File: config.mk
export PLATFORM = sky130hd
export DESIGN_NAME = heading_hold_strafe_controller_flat
export DESIGN_NICKNAME = d
export VERILOG_FILES = /design/src/hhs_pkg.sv /design/src/hhs_if.sv /design/src/heading_hold_strafe_controller.sv /design/src/hhs_cfg_regs.sv /design/src/hhs_pid_stage.sv /design/src/hhs_mix_stage.sv /design/src/flat_wrapper.sv
export VERILOG_INCLUDE_DIRS = /design/src /design/src/src
export SDC_FILE = /design/constraint.sdc
export NUM_CORES = 2
export LEC_CHECK = 0
export ABC_AREA = 0
export BUFFER_PORTS_ARGS = -buffer_cell sky130_fd_sc_hd__buf_2
export CORE_MARGIN = 10
export CORE_UTILIZATION = 61
export DETAILED_ROUTE_END_ITERATION = 16
export GPL_ROUTABILITY_DRIVEN = 0
export HOLD_SLACK_MARGIN = 0.03
export PLACE_DENSITY_LB_ADDON = 0.2
export SETUP_SLACK_MARGIN = 0.5
export SLEW_MARGIN = 20
export SYNTH_ARGS = -nofsm -noshare
export SYNTH_HDL_FRONTEND = slang
export SYNTH_SLANG_ARGS = --single-unit
File: constraint.sdc
create_clock -name clk -period 42 [get_ports clk]
set_input_delay 2.1 -clock clk [delete_from_list [all_inputs] [get_ports clk]]
set_output_delay 2.1 -clock clk [all_outputs]
set_load 0.1 [all_outputs]
File: src/heading_hold_strafe_controller_assert.svh
// assertion macros for the heading hold strafe controller
// a module that uses them has clk and rst_n in scope
`ifndef HEADING_HOLD_STRAFE_CONTROLLER_ASSERT_SVH
`define HEADING_HOLD_STRAFE_CONTROLLER_ASSERT_SVH
`ifndef NO_ASSERTIONS
`define HHS_ASSERT(label, prop, msg) \
    label: assert property (@(posedge clk) disable iff (!rst_n) prop) else $error(msg);
`define HHS_ASSERT_ALWAYS(label, prop, msg) \
    label: assert property (@(posedge clk) prop) else $error(msg);
`else
`define HHS_ASSERT(label, prop, msg)
`define HHS_ASSERT_ALWAYS(label, prop, msg)
`endif
`endif

File: src/hhs_pkg.sv
`default_nettype none

package hhs_pkg;

    // field widths
    localparam int YAW_W      = 15;
    localparam int DIST_W     = 12;
    localparam int RANGE_W    = 10;
    localparam int GAIN_W     = 18;
    localparam int SPEED_W    = 9;
    localparam int LIMIT_W    = 17;
    localparam int THRESH_W   = 10;
    localparam int PULSE_W    = 11;
    localparam int INTEG_W    = 18;
    localparam int CFG_IDX_W  = 3;
    localparam int CFG_DATA_W = 18;

    // derived arithmetic widths
    localparam int DIFF_W   = YAW_W + 2;       // wide enough for the wrap adjustment
    localparam int DERIV_W  = YAW_W + 1;       // error minus previous error
    localparam int DERR_W   = DIST_W + 1;      // distance error
    localparam int PK_W     = GAIN_W + 1 + YAW_W;
    localparam int PI_W     = GAIN_W + 1 + INTEG_W;
    localparam int PD_W     = GAIN_W + 1 + DERIV_W;
    localparam int PU_W     = GAIN_W + 1 + DERR_W;
    localparam int ACC_W    = PI_W + 3;

    // angle and pulse constants
    localparam int YAW_FRAC  = 6;
    localparam int HALF_TURN = 11520;
    localparam int FULL_TURN = 23040;
    localparam logic [PULSE_W-1:0] NEUTRAL_US   = 11'd1500;
    localparam logic [PULSE_W-1:0] PULSE_MIN_US = 11'd1000;
    localparam logic [PULSE_W-1:0] PULSE_MAX_US = 11'd2000;

    // register reset values
    localparam logic [GAIN_W-1:0]   KP_HEADING_RST  = 18'd38400;
    localparam logic [GAIN_W-1:0]   KI_HEADING_RST  = 18'd192;
    localparam logic [GAIN_W-1:0]   KD_HEADING_RST  = 18'd0;
    localparam logic [GAIN_W-1:0]   KP_DISTANCE_RST = 18'd960;
    localparam logic [SPEED_W-1:0]  STRAFE_RST      = 9'd0;
    localparam logic [LIMIT_W-1:0]  LIMIT_RST       = 17'd6400;
    localparam logic [THRESH_W-1:0] THRESH_RST      = 10'd60;

    typedef enum logic {
        OP_START  = 1'b0,
        OP_SAMPLE = 1'b1
    } op_t;

    typedef enum logic [CFG_IDX_W-1:0] {
        CFG_KP_HEADING  = 3'd0,
        CFG_KI_HEADING  = 3'd1,
        CFG_KD_HEADING  = 3'd2,
        CFG_KP_DISTANCE = 3'd3,
        CFG_STRAFE      = 3'd4,
        CFG_LIMIT       = 3'd5,
        CFG_THRESHOLD   = 3'd6
    } cfg_reg_t;

    typedef struct packed {
        logic [GAIN_W-1:0]   kp_heading;
        logic [GAIN_W-1:0]   ki_heading;
        logic [GAIN_W-1:0]   kd_heading;
        logic [GAIN_W-1:0]   kp_distance;
        logic [SPEED_W-1:0]  strafe_speed;
        logic [LIMIT_W-1:0]  integral_limit;
        logic [THRESH_W-1:0] proximity_threshold;
    } cfg_t;

    typedef struct packed {
        logic                opcode;
        logic [YAW_W-1:0]    yaw;
        logic [DIST_W-1:0]   wall_distance;
        logic [RANGE_W-1:0]  left_range;
        logic [RANGE_W-1:0]  right_range;
    } item_t;

    typedef struct packed {
        logic            neutral;
        logic            stopped;
        logic [PK_W-1:0] pk;
        logic [PI_W-1:0] pi;
        logic [PD_W-1:0] pd;
        logic [PU_W-1:0] pu;
    } prod_t;

    typedef struct packed {
        logic [PULSE_W-1:0] front_left;
        logic [PULSE_W-1:0] rear_left;
        logic [PULSE_W-1:0] front_right;
        logic [PULSE_W-1:0] rear_right;
        logic               stopped;
    } result_t;

endpackage

`default_nettype wire

File: src/hhs_if.sv
`default_nettype none

interface hhs_sample_if;
    logic                         valid;
    logic                         ready;
    logic                         opcode;
    logic [hhs_pkg::YAW_W-1:0]    yaw;
    logic [hhs_pkg::DIST_W-1:0]   wall_distance;
    logic [hhs_pkg::RANGE_W-1:0]  left_range;
    logic [hhs_pkg::RANGE_W-1:0]  right_range;

    modport source (output valid, opcode, yaw, wall_distance, left_range, right_range,
                    input ready);
    modport sink (input valid, opcode, yaw, wall_distance, left_range, right_range,
                  output ready);
endinterface

interface hhs_pulse_if;
    logic                          valid;
    logic                          ready;
    logic [hhs_pkg::PULSE_W-1:0]   front_left_pulse;
    logic [hhs_pkg::PULSE_W-1:0]   rear_left_pulse;
    logic [hhs_pkg::PULSE_W-1:0]   front_right_pulse;
    logic [hhs_pkg::PULSE_W-1:0]   rear_right_pulse;
    logic                          stopped;

    modport source (output valid, front_left_pulse, rear_left_pulse, front_right_pulse,
                    rear_right_pulse, stopped, input ready);
    modport sink (input valid, front_left_pulse, rear_left_pulse, front_right_pulse,
                  rear_right_pulse, stopped, output ready);
endinterface

interface hhs_cfg_if;
    logic                             valid;
    logic                             ready;
    logic [hhs_pkg::CFG_IDX_W-1:0]    index;
    logic [hhs_pkg::CFG_DATA_W-1:0]   data;

    modport source (output valid, index, data, input ready);
    modport sink (input valid, index, data, output ready);
endinterface

`default_nettype wire

File: src/heading_hold_strafe_controller.sv
// heading hold strafe controller with a mecanum mixer
//
// channels: samples takes one item per control tick (start or sample),
// pulses gives one result item per item taken, start items included (four pulse widths and
// the stop flag), cfg writes one gain/limit register per handshake
// (cfg.ready is always high, an unknown index is dropped)
//
// stages: an item taken passes through the three registered stages (input
// register, pid/multiply register, mixer result register) on its way to pulses;
// throughput is one item per cycle while pulses.ready stays high
//
// reset clears the references, integral, previous error, stop latch and all
// stage valid flags; registers return to their reset gains, speed, limit and threshold
//
// when the receiver stalls, results back up stage by stage; samples.ready
// only drops once all three stages hold an item
`default_nettype none

`include "heading_hold_strafe_controller_assert.svh"

module heading_hold_strafe_controller #(
    parameter int GAIN_FRAC_BITS = 6
) (
    input  logic         clk,
    input  logic         rst_n,
    hhs_sample_if.sink   samples,
    hhs_pulse_if.source  pulses,
    hhs_cfg_if.sink      cfg
);
    import hhs_pkg::*;

    cfg_t     cfg_q;
    item_t    item_reg;
    prod_t    prod_q;
    result_t  res_q;

    logic item_valid_reg, item_valid_next;
    logic prod_valid_reg, prod_valid_next;
    logic out_valid_reg,  out_valid_next;

    logic out_free;
    logic prod_free;
    logic item_free;
    logic take_item;
    logic move_prod;
    logic move_out;

    // each stage frees up when empty or when the next one moves on
    assign out_free  = !out_valid_reg || pulses.ready;
    assign prod_free = !prod_valid_reg || out_free;
    assign item_free = !item_valid_reg || prod_free;

    assign take_item = samples.valid && item_free;
    assign move_prod = item_valid_reg && prod_free;
    assign move_out  = prod_valid_reg && out_free;

    assign samples.ready = item_free;

    always_comb
    begin
        item_valid_next = item_valid_reg;
        if (take_item)
            item_valid_next = 1'b1;
        else if (move_prod)
            item_valid_next = 1'b0;

        prod_valid_next = prod_valid_reg;
        if (move_prod)
            prod_valid_next = 1'b1;
        else if (move_out)
            prod_valid_next = 1'b0;

        out_valid_next = out_valid_reg;
        if (move_out)
            out_valid_next = 1'b1;
        else if (pulses.ready)
            out_valid_next = 1'b0;
    end

    always_ff @(posedge clk or negedge rst_n)
    begin
        if (!rst_n)
        begin
            item_valid_reg <= 1'b0;
            prod_valid_reg <= 1'b0;
            out_valid_reg  <= 1'b0;
        end
        else
        begin
            item_valid_reg <= item_valid_next;
            prod_valid_reg <= prod_valid_next;
            out_valid_reg  <= out_valid_next;
        end
    end

    // input register
    always_ff @(posedge clk)
    begin
        if (take_item)
        begin
            item_reg.opcode        <= samples.opcode;
            item_reg.yaw           <= samples.yaw;
            item_reg.wall_distance <= samples.wall_distance;
            item_reg.left_range    <= samples.left_range;
            item_reg.right_range   <= samples.right_range;
        end
    end

    hhs_cfg_regs u_cfg (
        .clk   (clk),
        .rst_n (rst_n),
        .wr    (cfg),
        .cfg   (cfg_q)
    );

    // state update and the four products
    hhs_pid_stage u_pid (
        .clk     (clk),
        .rst_n   (rst_n),
        .advance (move_prod),
        .item    (item_reg),
        .cfg     (cfg_q),
        .prod    (prod_q)
    );

    // mixing, rounding and saturation into the result register
    hhs_mix_stage #(
        .GAIN_FRAC_BITS (GAIN_FRAC_BITS)
    ) u_mix (
        .clk          (clk),
        .load         (move_out),
        .prod         (prod_q),
        .strafe_speed (cfg_q.strafe_speed),
        .res          (res_q)
    );

    assign pulses.valid             = out_valid_reg;
    assign pulses.front_left_pulse  = res_q.front_left;
    assign pulses.rear_left_pulse   = res_q.rear_left;
    assign pulses.front_right_pulse = res_q.front_right;
    assign pulses.rear_right_pulse  = res_q.rear_right;
    assign pulses.stopped           = res_q.stopped;

    // input back-pressure only comes from a full, stalled pipeline
    `HHS_ASSERT(a_ready_only_drops_when_full, !samples.ready |-> (item_valid_reg && prod_valid_reg && pulses.valid && !pulses.ready), "samples stalled with room in the pipeline")

    // the front-left and rear-right pulse widths of every delivered result lie in the servo range
    `HHS_ASSERT(a_pulse_range, pulses.valid |-> (pulses.front_left_pulse >= PULSE_MIN_US && pulses.front_left_pulse <= PULSE_MAX_US && pulses.rear_right_pulse >= PULSE_MIN_US && pulses.rear_right_pulse <= PULSE_MAX_US), "pulse width out of range")

    // a stopped result always drives all motors to neutral
    `HHS_ASSERT_ALWAYS(a_stop_neutral, (pulses.valid && pulses.stopped) |-> (pulses.front_left_pulse == NEUTRAL_US && pulses.rear_left_pulse == NEUTRAL_US && pulses.front_right_pulse == NEUTRAL_US && pulses.rear_right_pulse == NEUTRAL_US), "stopped item with non-neutral pulses")

endmodule

`default_nettype wire

File: src/hhs_cfg_regs.sv
`default_nettype none

module hhs_cfg_regs (
    input  logic          clk,
    input  logic          rst_n,
    hhs_cfg_if.sink       wr,
    output hhs_pkg::cfg_t cfg
);
    import hhs_pkg::*;

    cfg_t cfg_reg;
    cfg_t cfg_next;

    assign wr.ready = 1'b1;
    assign cfg      = cfg_reg;

    always_comb
    begin
        cfg_next = cfg_reg;
        if (wr.valid)
        begin
            case (wr.index)
                CFG_KP_HEADING:  cfg_next.kp_heading  = wr.data;
                CFG_KI_HEADING:  cfg_next.ki_heading  = wr.data;
                CFG_KD_HEADING:  cfg_next.kd_heading  = wr.data;
                CFG_KP_DISTANCE: cfg_next.kp_distance = wr.data;
                CFG_STRAFE:      cfg_next.strafe_speed = wr.data[SPEED_W-1:0];
                CFG_LIMIT:       cfg_next.integral_limit = wr.data[LIMIT_W-1:0];
                CFG_THRESHOLD:   cfg_next.proximity_threshold = wr.data[THRESH_W-1:0];
                default:         cfg_next = cfg_reg;   // unknown index ignored
            endcase
        end
    end

    always_ff @(posedge clk or negedge rst_n)
    begin
        if (!rst_n)
        begin
            cfg_reg.kp_heading          <= KP_HEADING_RST;
            cfg_reg.ki_heading          <= KI_HEADING_RST;
            cfg_reg.kd_heading          <= KD_HEADING_RST;
            cfg_reg.kp_distance         <= KP_DISTANCE_RST;
            cfg_reg.strafe_speed        <= STRAFE_RST;
            cfg_reg.integral_limit      <= LIMIT_RST;
            cfg_reg.proximity_threshold <= THRESH_RST;
        end
        else
        begin
            cfg_reg <= cfg_next;
        end
    end

endmodule

`default_nettype wire

File: src/hhs_pid_stage.sv
`default_nettype none

module hhs_pid_stage (
    input  logic           clk,
    input  logic           rst_n,
    input  logic           advance,
    input  hhs_pkg::item_t item,
    input  hhs_pkg::cfg_t  cfg,
    output hhs_pkg::prod_t prod
);
    import hhs_pkg::*;

    localparam logic signed [DIFF_W-1:0] T1 = DIFF_W'(HALF_TURN);
    localparam logic signed [DIFF_W-1:0] F1 = DIFF_W'(FULL_TURN);

    logic signed [YAW_W-1:0]   ref_yaw_reg,  ref_yaw_next;
    logic        [DIST_W-1:0]  ref_dist_reg, ref_dist_next;
    logic signed [INTEG_W-1:0] integ_reg,    integ_next;
    logic signed [YAW_W-1:0]   prev_err_reg, prev_err_next;
    logic                      stop_reg,     stop_next;
    prod_t                     prod_reg,     prod_next;

    logic signed [DIFF_W-1:0]  diff;
    logic signed [DIFF_W-1:0]  adj;
    logic signed [YAW_W-1:0]   err;
    logic signed [DERIV_W-1:0] derr;
    logic signed [INTEG_W:0]   integ_sum;
    logic signed [INTEG_W:0]   lim;
    logic signed [INTEG_W-1:0] integ_clamped;
    logic signed [DERR_W-1:0]  dist_err;
    logic                      too_close;

    // wrapped yaw error, the raw difference of two 15-bit angles stays
    // within one and a half turns, so one turn either way is enough
    assign diff = DIFF_W'(ref_yaw_reg) - DIFF_W'($signed(item.yaw));

    always_comb
    begin
        if (diff >= T1)
            adj = F1;
        else if (diff >= -T1)
            adj = '0;
        else
            adj = -F1;
    end

    assign err  = YAW_W'(diff - adj);
    assign derr = DERIV_W'(err) - DERIV_W'(prev_err_reg);

    // integral with symmetric clamp
    assign integ_sum = (INTEG_W + 1)'(integ_reg) + (INTEG_W + 1)'(err);
    assign lim       = $signed({2'b00, cfg.integral_limit});

    always_comb
    begin
        if (integ_sum > lim)
            integ_clamped = INTEG_W'(lim);
        else if (integ_sum < -lim)
            integ_clamped = INTEG_W'(-lim);
        else
            integ_clamped = INTEG_W'(integ_sum);
    end

    assign dist_err = DERR_W'($signed({1'b0, ref_dist_reg}))
                    - DERR_W'($signed({1'b0, item.wall_distance}));

    assign too_close = (item.left_range < cfg.proximity_threshold)
                    || (item.right_range < cfg.proximity_threshold);

    always_comb
    begin
        ref_yaw_next   = ref_yaw_reg;
        ref_dist_next  = ref_dist_reg;
        integ_next     = integ_reg;
        prev_err_next  = prev_err_reg;
        stop_next      = stop_reg;

        prod_next.neutral = 1'b1;
        prod_next.stopped = 1'b1;
        prod_next.pk = PK_W'($signed({1'b0, cfg.kp_heading})) * PK_W'(err);
        prod_next.pi = PI_W'($signed({1'b0, cfg.ki_heading})) * PI_W'(integ_clamped);
        prod_next.pd = PD_W'($signed({1'b0, cfg.kd_heading})) * PD_W'(derr);
        prod_next.pu = PU_W'($signed({1'b0, cfg.kp_distance})) * PU_W'(dist_err);

        if (item.opcode == OP_START)
        begin
            ref_yaw_next      = $signed(item.yaw);
            ref_dist_next     = item.wall_distance;
            stop_next         = 1'b0;
            prod_next.stopped = 1'b0;
        end
        else if (stop_reg)
        begin
            prod_next.stopped = 1'b1;
        end
        else if (too_close)
        begin
            stop_next         = 1'b1;
            prod_next.stopped = 1'b1;
        end
        else
        begin
            prev_err_next     = err;
            integ_next        = integ_clamped;
            prod_next.neutral = 1'b0;
            prod_next.stopped = 1'b0;
        end
    end

    always_ff @(posedge clk or negedge rst_n)
    begin
        if (!rst_n)
        begin
            ref_yaw_reg  <= '0;
            ref_dist_reg <= '0;
            integ_reg    <= '0;
            prev_err_reg <= '0;
            stop_reg     <= 1'b0;
        end
        else if (advance)
        begin
            ref_yaw_reg  <= ref_yaw_next;
            ref_dist_reg <= ref_dist_next;
            integ_reg    <= integ_next;
            prev_err_reg <= prev_err_next;
            stop_reg     <= stop_next;
        end
    end

    always_ff @(posedge clk)
    begin
        if (advance)
            prod_reg <= prod_next;
    end

    assign prod = prod_reg;

endmodule

`default_nettype wire

File: src/hhs_mix_stage.sv
`default_nettype none

module hhs_mix_stage #(
    parameter int GAIN_FRAC_BITS = 6
) (
    input  logic                           clk,
    input  logic                           load,
    input  hhs_pkg::prod_t                 prod,
    input  logic [hhs_pkg::SPEED_W-1:0]    strafe_speed,
    output hhs_pkg::result_t               res
);
    import hhs_pkg::*;

    localparam int SH = GAIN_FRAC_BITS + YAW_FRAC;
    localparam logic signed [ACC_W-1:0] ROUND_HALF = $signed(ACC_W'(1) << (SH - 1));
    localparam logic signed [ACC_W-1:0] SAT_LO     = $signed(ACC_W'(PULSE_MIN_US));
    localparam logic signed [ACC_W-1:0] SAT_HI     = $signed(ACC_W'(PULSE_MAX_US));

    logic [PULSE_W:0]         spd_p;
    logic [PULSE_W:0]         spd_m;
    logic signed [ACC_W-1:0]  base_p;
    logic signed [ACC_W-1:0]  base_m;
    logic signed [ACC_W-1:0]  g;
    logic signed [ACC_W-1:0]  dd;
    result_t                  res_reg, res_next;

    // round to nearest us with ties upward, then saturate
    function automatic logic [PULSE_W-1:0] to_pulse(input logic signed [ACC_W-1:0] x);
        logic signed [ACC_W-1:0] r;
        r = (x + ROUND_HALF) >>> SH;
        if (r < SAT_LO)
            to_pulse = PULSE_MIN_US;
        else if (r > SAT_HI)
            to_pulse = PULSE_MAX_US;
        else
            to_pulse = r[PULSE_W-1:0];
    endfunction

    assign spd_p  = (PULSE_W + 1)'(NEUTRAL_US) + (PULSE_W + 1)'(strafe_speed);
    assign spd_m  = (PULSE_W + 1)'(NEUTRAL_US) - (PULSE_W + 1)'(strafe_speed);
    assign base_p = $signed(ACC_W'(spd_p) << SH);
    assign base_m = $signed(ACC_W'(spd_m) << SH);

    assign g  = ACC_W'($signed(prod.pk)) + ACC_W'($signed(prod.pi))
              + ACC_W'($signed(prod.pd));
    assign dd = ACC_W'($signed(prod.pu)) <<< YAW_FRAC;

    always_comb
    begin
        res_next.stopped = prod.stopped;
        if (prod.neutral)
        begin
            res_next.front_left  = NEUTRAL_US;
            res_next.rear_left   = NEUTRAL_US;
            res_next.front_right = NEUTRAL_US;
            res_next.rear_right  = NEUTRAL_US;
        end
        else
        begin
            res_next.front_left  = to_pulse(base_p - g - dd);
            res_next.rear_left   = to_pulse(base_m - g - dd);
            res_next.front_right = to_pulse(base_m - g + dd);
            res_next.rear_right  = to_pulse(base_p - g + dd);
        end
    end

    always_ff @(posedge clk)
    begin
        if (load)
            res_reg <= res_next;
    end

    assign res = res_reg;

endmodule

`default_nettype wire
File: src/flat_wrapper.sv
// flat-port wrapper written by rule: the top's interface ports become plain ports
module heading_hold_strafe_controller_flat import hhs_pkg::*;
#(
    parameter int GAIN_FRAC_BITS = 6
)
  (clk, rst_n, samples_valid, samples_opcode, samples_yaw, samples_wall_distance, samples_left_range, samples_right_range, samples_ready, pulses_valid, pulses_front_left_pulse, pulses_rear_left_pulse, pulses_front_right_pulse, pulses_rear_right_pulse, pulses_stopped, pulses_ready, cfg_valid, cfg_index, cfg_data, cfg_ready);
  hhs_sample_if samples_i ();
  hhs_pulse_if pulses_i ();
  hhs_cfg_if cfg_i ();
  input  logic clk;
  input  logic rst_n;
  input wire logic [$bits(samples_i.valid)-1:0] samples_valid;
  input wire logic [$bits(samples_i.opcode)-1:0] samples_opcode;
  input wire logic [$bits(samples_i.yaw)-1:0] samples_yaw;
  input wire logic [$bits(samples_i.wall_distance)-1:0] samples_wall_distance;
  input wire logic [$bits(samples_i.left_range)-1:0] samples_left_range;
  input wire logic [$bits(samples_i.right_range)-1:0] samples_right_range;
  output wire logic [$bits(samples_i.ready)-1:0] samples_ready;
  output wire logic [$bits(pulses_i.valid)-1:0] pulses_valid;
  output wire logic [$bits(pulses_i.front_left_pulse)-1:0] pulses_front_left_pulse;
  output wire logic [$bits(pulses_i.rear_left_pulse)-1:0] pulses_rear_left_pulse;
  output wire logic [$bits(pulses_i.front_right_pulse)-1:0] pulses_front_right_pulse;
  output wire logic [$bits(pulses_i.rear_right_pulse)-1:0] pulses_rear_right_pulse;
  output wire logic [$bits(pulses_i.stopped)-1:0] pulses_stopped;
  input wire logic [$bits(pulses_i.ready)-1:0] pulses_ready;
  input wire logic [$bits(cfg_i.valid)-1:0] cfg_valid;
  input wire logic [$bits(cfg_i.index)-1:0] cfg_index;
  input wire logic [$bits(cfg_i.data)-1:0] cfg_data;
  output wire logic [$bits(cfg_i.ready)-1:0] cfg_ready;
  assign samples_i.valid = samples_valid;
  assign samples_i.opcode = samples_opcode;
  assign samples_i.yaw = samples_yaw;
  assign samples_i.wall_distance = samples_wall_distance;
  assign samples_i.left_range = samples_left_range;
  assign samples_i.right_range = samples_right_range;
  assign samples_ready = samples_i.ready;
  assign pulses_valid = pulses_i.valid;
  assign pulses_front_left_pulse = pulses_i.front_left_pulse;
  assign pulses_rear_left_pulse = pulses_i.rear_left_pulse;
  assign pulses_front_right_pulse = pulses_i.front_right_pulse;
  assign pulses_rear_right_pulse = pulses_i.rear_right_pulse;
  assign pulses_stopped = pulses_i.stopped;
  assign pulses_i.ready = pulses_ready;
  assign cfg_i.valid = cfg_valid;
  assign cfg_i.index = cfg_index;
  assign cfg_i.data = cfg_data;
  assign cfg_ready = cfg_i.ready;
  heading_hold_strafe_controller #(.GAIN_FRAC_BITS(GAIN_FRAC_BITS)) u_core (.clk(clk), .rst_n(rst_n), .samples(samples_i), .pulses(pulses_i), .cfg(cfg_i));
endmodule
==> run_results.csv <==
group,metric,value,unit
final_layout,multi_input_area,0.0536,mm²
clocking,root_buffer,"clkbuf_16",
route,viasPerCell,5.96,
floorplan,die_w,361,µm
synth,synth_area_leaders,"fa_1, ha_1, edfxtp_1",
route,routed_wirelength,192,mm
timing,tns,0,ps
synth,synth_cells,7732,
run,cap_violations,0,
timing,drv_slew,0,
route,first_pass_iters,8,
synth,synth_edf_count,233,
timing,final-hold-violation-count,0,
worst_setup_path,cp_slowest_cell,"mux2i_2",
clocking,cts_buffers,51,
clocking,clk_pin_slew_worst_paths,70,ps
final_layout,final-seq-area,0.0113,mm²
global_routing,grtUsageTotal,0.297,
timing,rsz0062_at_grt,"false",
worst_setup_path,r2r_cells,63,
worst_setup_path,crit_fanout,24,
global_routing,overflow,0,
timing,clock-skew-final,38.5,ps
clocking,clk_latency,690,ps
final_layout,n_fill_cell,9451,
clocking,htreeDepth,2,
clocking,cts_tree,"done",
timing,finalCritPeriodShare,0.401,
clocking,cts.sinks,405,
floorplan,die-area,0.130,mm²
timing,fin_crit,16860,ps
route,drc,0,
synth,synth_seq_area_share,0.160,
timing,tightest_slew,1100,ps
worst_setup_path,end_kind,"register",
synth,syn_area_per_cell,9.15,µm²
worst_setup_path,worstPathArrival,17270,ps
synth,ys.flop_type,"edfxtp_1",
route,wl_per_cell,20.7,µm
synth,netlist.area_leader.share,0.256,
final_layout,fin_cells,9304,
global_routing,grt_pass1_wl,309,mm
worst_setup_path,cp-start-kind,"register",
placed_design,port_buffers,120,
final_layout,syn2layout_area_growth,5.71,%
synth,syn_area,0.0708,mm²
route,first_iter_violations,4349,
synth,yosysTopAreaCell,"fa_1",
floorplan,ios,122,
synth,synth-async-reset-ratio,0.425,
floorplan,start_util,0.616,
worst_setup_path,cp.depth,63,
route,dr_total_vias,55497,
clocking,cts-hold-fix-buffers,0,
timing,setup_violations,0,
worst_setup_path,critPathTopFamily,"compound AO/OA/AOI/OAI gates",
floorplan,die_y,361,µm
hold_path,hold_depth,0,
final_layout,drive_gt1_frac,0.0722,
final_layout,largest_register_ffs,140,
floorplan,row_count,124,
timing,fmax,0.0593,GHz
worst_setup_path,cp_data_required_time,42420,ps
synth,synthTopCellsByCount,"inv_1, ha_1, fa_1",
synth,ys_ff_latch,405,
worst_setup_path,cpPeakStageDelay,880,ps
placed_design,post-dp-hpwl,154,mm
route,drtAntennaViolNets,0,
timing,max_slew_margin,0.264,
worst_setup_path,cp_common_cell,"inv_1",
floorplan,core_area,0.115,mm²
clocking,clock_path_buffers,3,
synth,synth_most_common_cell,"inv_1",
clocking,postCtsSetupBuffers,0,
hold_path,hp-class,"register to register",
clocking,post_cts_resize_count,0,
global_routing,grt_pass1_vias,57590,
synth,synth_cell_types,102,
worst_setup_path,worstSetupPathType,"register to register",
worst_setup_path,cp_num_buf_inv,10,
synth,synth_nets,9632,
global_routing,antenna_found_initial,17,
synth,yosys_warnings,0,
final_layout,nets,9635,
placed_design,dp.cells,9193,
global_routing,grt_max_degree,83,
outcome,status,"completed",
worst paths after layout:
path	startpoint	to	slack [ps]
setup / recovery	u_core.u_pid.ref_yaw_reg[0]$_DFFE_PN0P_	u_core.u_pid.prod[98]$_DFFE_PP_	25140
hold / removal	u_core.u_pid.prod[138]$_DFFE_PP_	u_core.u_mix.res[0]$_DFFE_PP_	430
setup reg to reg	u_core.u_pid.ref_yaw_reg[0]$_DFFE_PN0P_	u_core.u_pid.prod[98]$_DFFE_PP_	25140
hold reg to reg	u_core.u_pid.prod[138]$_DFFE_PP_	u_core.u_mix.res[0]$_DFFE_PP_	430
max in group asynchronous	rst_n	u_core.item_valid_reg$_DFFE_PN0P_	39300
min in group asynchronous	rst_n	u_core.u_cfg.cfg[6]$_DFFE_PN0P_	1390
cells by family (layout without fill, tap and decap cells):
logic type,count (synthesis),count (layout),synth area share
buf+inv,1586,1627,0.0847
flops,405,405,0.160
xor+xnor,320,320,0.0407
mux,166,166,0.0258
other cells,1,20,0.0000530
compound gates,1155,1155,0.109
fa+ha+maj,1826,1826,0.419
simple gates,2273,2273,0.161
routing by layer:
layer | global-route usage | wire length (µm) | vias up
li1 | - | - | 25331
met1 | 0.373 | 75900 | 27365
met2 | 0.489 | 88600 | 2230
met3 | 0.0492 | 15500 | 557
met4 | 0.156 | 12000 | 14
met5 | 0 | 88 | -
placed cells by master, fill, tap and decap left out, types with 100 or more instances in the layout:
| cell type | n |
|---|---|
| a21o_1 | 133 |
| a21oi_1 | 297 |
| and2_1 | 331 |
| buf_2 | 120 |
| dfrtp_1 | 155 |
| edfxtp_1 | 233 |
| fa_1 | 904 |
| ha_1 | 922 |
| inv_1 | 1333 |
| mux2_2 | 131 |
| nand2_1 | 786 |
| nand2b_1 | 100 |
| nand3_1 | 118 |
| nor2_1 | 304 |
| nor2b_1 | 236 |
| nor3_1 | 101 |
| o21ai_0 | 219 |
| xnor2_1 | 207 |
layout make-up:
type                       count  area share
multi-input combinational   5741       0.717
sequential                   405       0.151
inverter                    1333      0.0669
tap                         1512      0.0253
clock buffer                  54      0.0172
timing repair buffer         203      0.0164
clock inverter                37     0.00517
antenna                       19    0.000636
through the flow:
stage	setup WS [ps]	area [µm²]	utilization	hold WS (ps)
finish	25140	74800	0.651	432
global route	23970	74800	0.651	434
CTS	25000	74700	0.651	429
detailed placement	25100	73100	0.636	416
global placement	25660	73100	0.636	413
floorplan	27330	70800	-	400
Power is left out: the tool's default activity adds up to more than one toggle a clock period on the data nets, which glitch-free logic cannot reach.
